[src/sv/pvp_pkg.sv]
// Shared widths, register indexes and latencies for the perspective vertex projector.
`timescale 1ns / 1ps

package pvp_pkg;

  localparam int NUM_W   = 48;
  localparam int DEN_W   = 33;
  localparam int QBITS   = 15;
  localparam int DIV_LAT = QBITS + 1;
  localparam int FRONT_LAT = 5;

  localparam logic [2:0] REG_COS    = 3'd0;
  localparam logic [2:0] REG_SIN    = 3'd1;
  localparam logic [2:0] REG_DEPTH  = 3'd2;
  localparam logic [2:0] REG_WIDTH  = 3'd3;
  localparam logic [2:0] REG_HEIGHT = 3'd4;

  typedef logic [NUM_W-1:0] mag_t;
  typedef logic [DEN_W-1:0] den_t;

endpackage

[src/sv/pvp_div.sv]
// Pipelined restoring divider, one quotient bit per stage, saturated to 16 bits.
`timescale 1ns / 1ps

module pvp_div (
  input  logic               clk,
  input  logic               en,
  input  pvp_pkg::mag_t      mag,
  input  logic               neg,
  input  pvp_pkg::den_t      den,
  output logic signed [15:0] quot
);

  localparam int QB = pvp_pkg::QBITS;
  localparam int NW = pvp_pkg::NUM_W;
  localparam int DW = pvp_pkg::DEN_W;

  pvp_pkg::mag_t  rem   [0:QB];
  pvp_pkg::den_t  dvs   [0:QB];
  logic [QB-1:0]  qbits [0:QB];
  logic           sgn   [0:QB];
  logic           ovf   [0:QB];

  // overflow when the quotient would reach 2^15
  always_ff @(posedge clk) begin
    if (en) begin
      rem[0]   <= mag;
      dvs[0]   <= den;
      qbits[0] <= '0;
      sgn[0]   <= neg;
      ovf[0]   <= (mag >= {den, {QB{1'b0}}});
    end
  end

  for (genvar j = 1; j <= QB; j++) begin : g_step
    localparam int BIT = QB - j;
    pvp_pkg::mag_t trial;
    assign trial = {{(NW-DW){1'b0}}, dvs[j-1]} << BIT;

    always_ff @(posedge clk) begin
      if (en) begin
        dvs[j] <= dvs[j-1];
        sgn[j] <= sgn[j-1];
        ovf[j] <= ovf[j-1];
        if (rem[j-1] >= trial) begin
          rem[j]   <= rem[j-1] - trial;
          qbits[j] <= qbits[j-1] | (QB'(1) << BIT);
        end else begin
          rem[j]   <= rem[j-1];
          qbits[j] <= qbits[j-1];
        end
      end
    end
  end

  logic signed [15:0] q_pos;
  assign q_pos = $signed({1'b0, qbits[QB]});

  always_comb begin
    if (ovf[QB]) begin
      quot = sgn[QB] ? 16'sh8000 : 16'sh7fff;
    end else begin
      quot = sgn[QB] ? -q_pos : q_pos;
    end
  end

endmodule

[config.mk]
export PLATFORM = sky130hd
export DESIGN_NAME = pvp_div
export DESIGN_NICKNAME = d
export VERILOG_FILES = /design/src/sv/pvp_pkg.sv /design/src/sv/pvp_div.sv
export SDC_FILE = /design/constraint.sdc
export NUM_CORES = 2
export LEC_CHECK = 0
export ABC_AREA = 1
export BUFFER_PORTS_ARGS = -buffer_cell sky130_fd_sc_hd__buf_4
export CAP_MARGIN = 20
export CORE_MARGIN = 2
export CORE_UTILIZATION = 40
export CTS_CLUSTER_SIZE = 10
export DETAILED_ROUTE_END_ITERATION = 6
export MAX_ROUTING_LAYER = met4
export PLACE_DENSITY = 0.62
export SLEW_MARGIN = 25
export SYNTH_ARGS = -nofsm -noshare
export SYNTH_HDL_FRONTEND = slang
export SYNTH_SLANG_ARGS = --single-unit
[constraint.sdc]
create_clock -name clk -period 7.4 [get_ports clk]
set_input_delay 0.37 -clock clk [delete_from_list [all_inputs] [get_ports clk]]
set_output_delay 0.37 -clock clk [all_outputs]
set_load 0.02 [all_outputs]
After elaboration in Yosys (flattened, before gate mapping)
Memory sizes are Yosys's and may differ from the RTL's.
Index checks and enable logic that the tools add are counted.
{ "word_totals": {"elab_cells": 192, "ramBits": 1568, "regBits": 0, "memories": 5, "out_inout_bits": 16} }
{ "op_classes": {"order_cmp": 16, "bitwise": 30, "mux": 125, "n_addsub": 16} }
{ "mem_list": {"columns": ["name", "depth", "width", "read_ports", "rd_clocked_by_memory_dff", "write_ports", "line", "rtl"], "rows": [
  ["rem", 16, 48, 15, 0, 16, "pvp_div.sv:17", "pvp_pkg::mag_t rem [0:QB];"],
  ["dvs", 16, 33, 15, 0, 16, "pvp_div.sv:18", "pvp_pkg::den_t dvs [0:QB];"],
  ["qbits", 16, 15, 16, 0, 16, "pvp_div.sv:19", "logic [QB-1:0] qbits [0:QB];"],
  ["ovf", 16, 1, 16, 0, 16, "pvp_div.sv:21", "logic ovf [0:QB];"],
  ["sgn", 16, 1, 16, 0, 16, "pvp_div.sv:20", "logic sgn [0:QB];"]
]} }
{ "ops": {"columns": ["operator", "n"], "rows": [
  ["$mux 48", 15],
  ["$mux 15", 15],
  ["$mux 1", 92],
  ["$ge 48x33->1", 1],
  ["$ge 48x34->1", 1],
  ["$ge 48x35->1", 1],
  ["$ge 48x36->1", 1],
  ["$ge 48x37->1", 1],
  ["$ge 48x38->1", 1],
  ["$ge 48x39->1", 1],
  ["$ge 48x40->1", 1],
  ["$ge 48x41->1", 1],
  ["$ge 48x42->1", 1],
  ["$ge 48x43->1", 1],
  ["$ge 48x44->1", 1],
  ["$ge 48x45->1", 1],
  ["$ge 48x46->1", 1],
  ["$ge 48x47->1", 1],
  ["$ge 48x48->1", 1],
  ["$mux 16", 3],
  ["$sub 48x33->48", 1],
  ["$sub 48x34->48", 1],
  ["$sub 48x35->48", 1],
  ["$sub 48x36->48", 1],
  ["13 further kinds", 42]
]} }

Depth between registers and ports, before layout
An unclocked memory read counts as a cell.
{ "depth": {"ltp_word": 6, "ltp_mapped": 17, "mapped_depth_nobuf": 17} }

Least setup slack after synthesis
OpenSTA, ideal clock, no wires.
{ "synth_timing": {"kind": "input -> register", "from": "in en", "to": "mem qbits[1][100] (netlist name) (enable)", "t_required_ns": 6.959, "arrival_time_ns": 2.412, "cell_stages": 3, "path_slack_ns": 4.546, "cell_sequence": "buf_4 -> clkbuf_2 -> clkbuf_1"} }
{ "synth_rtl": {"columns": ["item", "line", "rtl"], "rows": [
  ["start, declared", "pvp_div.sv:6", "input logic en,"],
  ["end, declared", "pvp_div.sv:19", null]
]} }

==> results.yml <==
worst_hold_path:
  hold_class: "in2reg"
floorplanning:
  rows: 176
  starting_density_of_the_core_pct: 40.3
  die-width_um: 486
  core_area_um2: 230000
  dieArea_um2: 236000
  die_y_um: 486
  ios: 100
global_route:
  global_route.overflow_total: 0
  grt_start_max_net_pins: 179
  gr-usage-all-layers_pct: 27.1
  vias_in_the_first_global_route: 75800
  wire_length_of_the_first_global_routing_pass_um: 471000
  antenna_found_initial: 10
clock_network:
  clock_sinks: 1367
  cts.path.max_buffers: 3
  cts_resized: 0
  htree_num_levels: 4
  post_cts.repair.setup_buffers: 0
  cts_inserted_buffers: 169
  clockRootBuffer: "sky130_fd_sc_hd__clkbuf_16"
  cts.hold.buffers_added: 83
  clkTransAtPathRegs_ns: 0.06
  clock_insertion_delay_worst_skew_ns: 0.83
  cts_tree: "yes"
placed_design:
  dp_cells: 15400
  portBuffers: 99
  gp_congestion: 1.03
  place_hpwl_um: 259000
  pre_cts_slack_ns: 3.68
sta:
  accumulated_negative_setup_slack_ns: 0
  worst_clock_skew_ns: 0.0370
  max_freq_ghz: 0.271
  finalCritPeriodShare_pct: 49.9
  worst-slew-pin-transition_ns: 1.11
  finalHoldWorstSlack_ns: 0.277
  timing_max_transition_violations_final: 0
  final_hold_viol_count: 0
  finalSetupViolations: 0
  rsz0062_at_grt: "false"
  post-route-worst-setup-slack_ns: 3.70
  time_the_worst_path_needs_with_i_o_delays_and_setup_ns: 3.70
  maxSlewHeadroom_pct: 26.2
logic_synthesis:
  post-synth-top-area-fraction_pct: 44.2
  syn-cell-area_um2: 92900
  netlist.top_cell.by_area: "sky130_fd_sc_hd__edfxtp_1"
  number_of_synthesized_register_bits: 1367
  synth_nets: 13000
  yosysSeqAreaShare_pct: 44.2
  post_synth_main_area_contributors: "sky130_fd_sc_hd__edfxtp_1, sky130_fd_sc_hd__nand2_1, sky130_fd_sc_hd__inv_1, sky130_fd_sc_hd__ha_1, sky130_fd_sc_hd__nor2_1"
  postSynthCellCount: 12400
  yosys.cell_types.count: 54
  synth_area_per_cell_um2: 7.51
  synth_warnings: 0
  yosys_most_used_dff: "sky130_fd_sc_hd__edfxtp_1"
  synth_edf_count: 1367
  synth-async-reset-ratio_pct: 0
finish:
  multi_input_area_um2: 42400
  sequential_cell_area_um2: 41000
  mostFrequentLayoutCell: "sky130_fd_sc_hd__nand2_1"
  layout-area-overhead-vs-synth_pct: 10.3
  layout.cells.most_common_list: "sky130_fd_sc_hd__nand2_1, sky130_fd_sc_hd__inv_1, sky130_fd_sc_hd__edfxtp_1, sky130_fd_sc_hd__nor2_1, sky130_fd_sc_hd__nand3_1"
  nets: 13200
  fillers: 23600
  drive_gt1_share_pct: 3.62
  stdcell_count: 15700
power_and_ir_drop:
  vdd_drop_max_v: 0.000214
  power_per_cell_area_nw_per_um2: 364
  power.leakage_nw: 50.2
  report.power.total_mw: 37.3
setup_path:
  critPathSlowestCell: "sky130_fd_sc_hd__and2_1"
  cp_cell_sequence: "ha_1, nand2_1, nor2_1, and2_1, nand3_1, nor2_1, nor2_1, nand3_2, nand2_2, buf_4, inv_1, nand2_1, nand2_1"
  crit_path_max_incr_delay_ns: 0.46
  worst_ep_required_time_ns: 8.06
  critPathMaxFanout: 59
  critPathCaptureType: "flip-flop"
  timing.critical_path.from_type: "flip-flop"
  worstPathArrival_ns: 4.35
  count_of_buffering_cells_on_the_critical_path_with_inverters_included: 2
  timing.critical_path.max_delay_family: "simple AND/OR/NAND/NOR gates"
  kind_of_critical_path: "reg2reg"
flow_run:
  timing.max_cap.violations: 0
drt:
  drt.antenna.violating_nets: 0
  firstDrtPassIters: 6
  post-route-drc-count: 0
  iteration_0_drc_markers: 8104
  via_count: 79700
  route.final.wire_length_um: 315000
  routedWlPerCell_um: 20.1
  vias_per_cell: 5.07
outcome:
  outcome: "complete, no violations"
[cell type report]
class / count / share of cell area, %
Timing Repair Buffer: 216 / 1.86
Tap cell: 3026 / 3.70
Inverter: 2250 / 8.24
Antenna cell: 8 / 0.0195
Multi-Input combinational cell: 8608 / 41.4
Clock buffer: 193 / 4.24
Clock inverter: 58 / 0.431
Sequential cell: 1367 / 40.1
[where the power goes]
group	switching [mW]	total [mW]	internal [mW]
clock	3.30	7.49	4.18
combinational	11.9	17.3	5.40
sequential	1.59	12.5	10.9
total	16.8	37.3	20.5
[worst paths after layout]
kind / cells past startpoint / end / startpoint / slack [ns]
worst min register to register: 0 / qbits[1][42] / qbits[1][27] / 0.39
worst max-delay path: 13 / rem[0][184] / rem[0][134] / 3.70
worst min-delay path: 2 / dvs[0][24] / den[24] / 0.28
worst max register to register: 13 / rem[0][184] / rem[0][134] / 3.70
[cell families after synthesis]
kind of cell	Yosys count	share of synthesized area [%]
and+or+nand+nor	6918	30.5
AOI/OAI and AO/OA	827	4.74
DFF	1367	44.2
buffers and inverters	2385	10.1
adders and majority gates	543	7.43
xor gates and xnor gates	320	3.02
[sequential cells by signal, summed over array words and instances (netlist names)]
name   cells
rem      720
sgn       16
qbits    120
dvs      495
ovf       16
[stage by stage]
step / area (µm²) / utilization [%]
CTS: 102000 / 44.5
global route: 102000 / 44.5
global placement: 96800 / 42.0
detailed placement: 96800 / 42.0
floorplan: 92900 / -
finish: 102000 / 44.5
[metal layers]
| metal | track usage (%) | vias to the layer above | part of all wire [%] |
|---|---|---|---|
| met5 | - | - | 0 |
| met4 | 7.90 | 0 | 3.2 |
| met3 | 3.44 | 466 | 6.5 |
| met2 | 43.9 | 2656 | 46 |
| met1 | 35.5 | 36900 | 44 |
| li1 | - | 39700 | - |
[worst reg2reg max path, delay by kind of cell, from the launching register on]
family / cells / cell delay (ns)
AND/OR/NAND/NOR: 10 / 1.96
buffers and inverters: 2 / 0.72
adder cells (fa/ha/maj): 1 / 0.43
flip-flops: 1 / 0.42
[synthesized netlist by cell type, types with 24 or more instances]
cell type,number
sky130_fd_sc_hd__o21ai_0,229
sky130_fd_sc_hd__a21oi_1,496
sky130_fd_sc_hd__xor2_1,281
sky130_fd_sc_hd__o21bai_1,42
sky130_fd_sc_hd__buf_6,37
sky130_fd_sc_hd__buf_4,32
sky130_fd_sc_hd__buf_2,41
sky130_fd_sc_hd__nand3b_1,111
sky130_fd_sc_hd__edfxtp_1,1367
sky130_fd_sc_hd__xnor2_1,39
sky130_fd_sc_hd__nor2_1,1089
sky130_fd_sc_hd__ha_1,529
sky130_fd_sc_hd__inv_1,2237
sky130_fd_sc_hd__clkbuf_1,24
sky130_fd_sc_hd__nor3_1,102
sky130_fd_sc_hd__nand3_1,723
sky130_fd_sc_hd__nand4_1,144
sky130_fd_sc_hd__nand2_1,4622
Power figures use the tool's default switching activity.
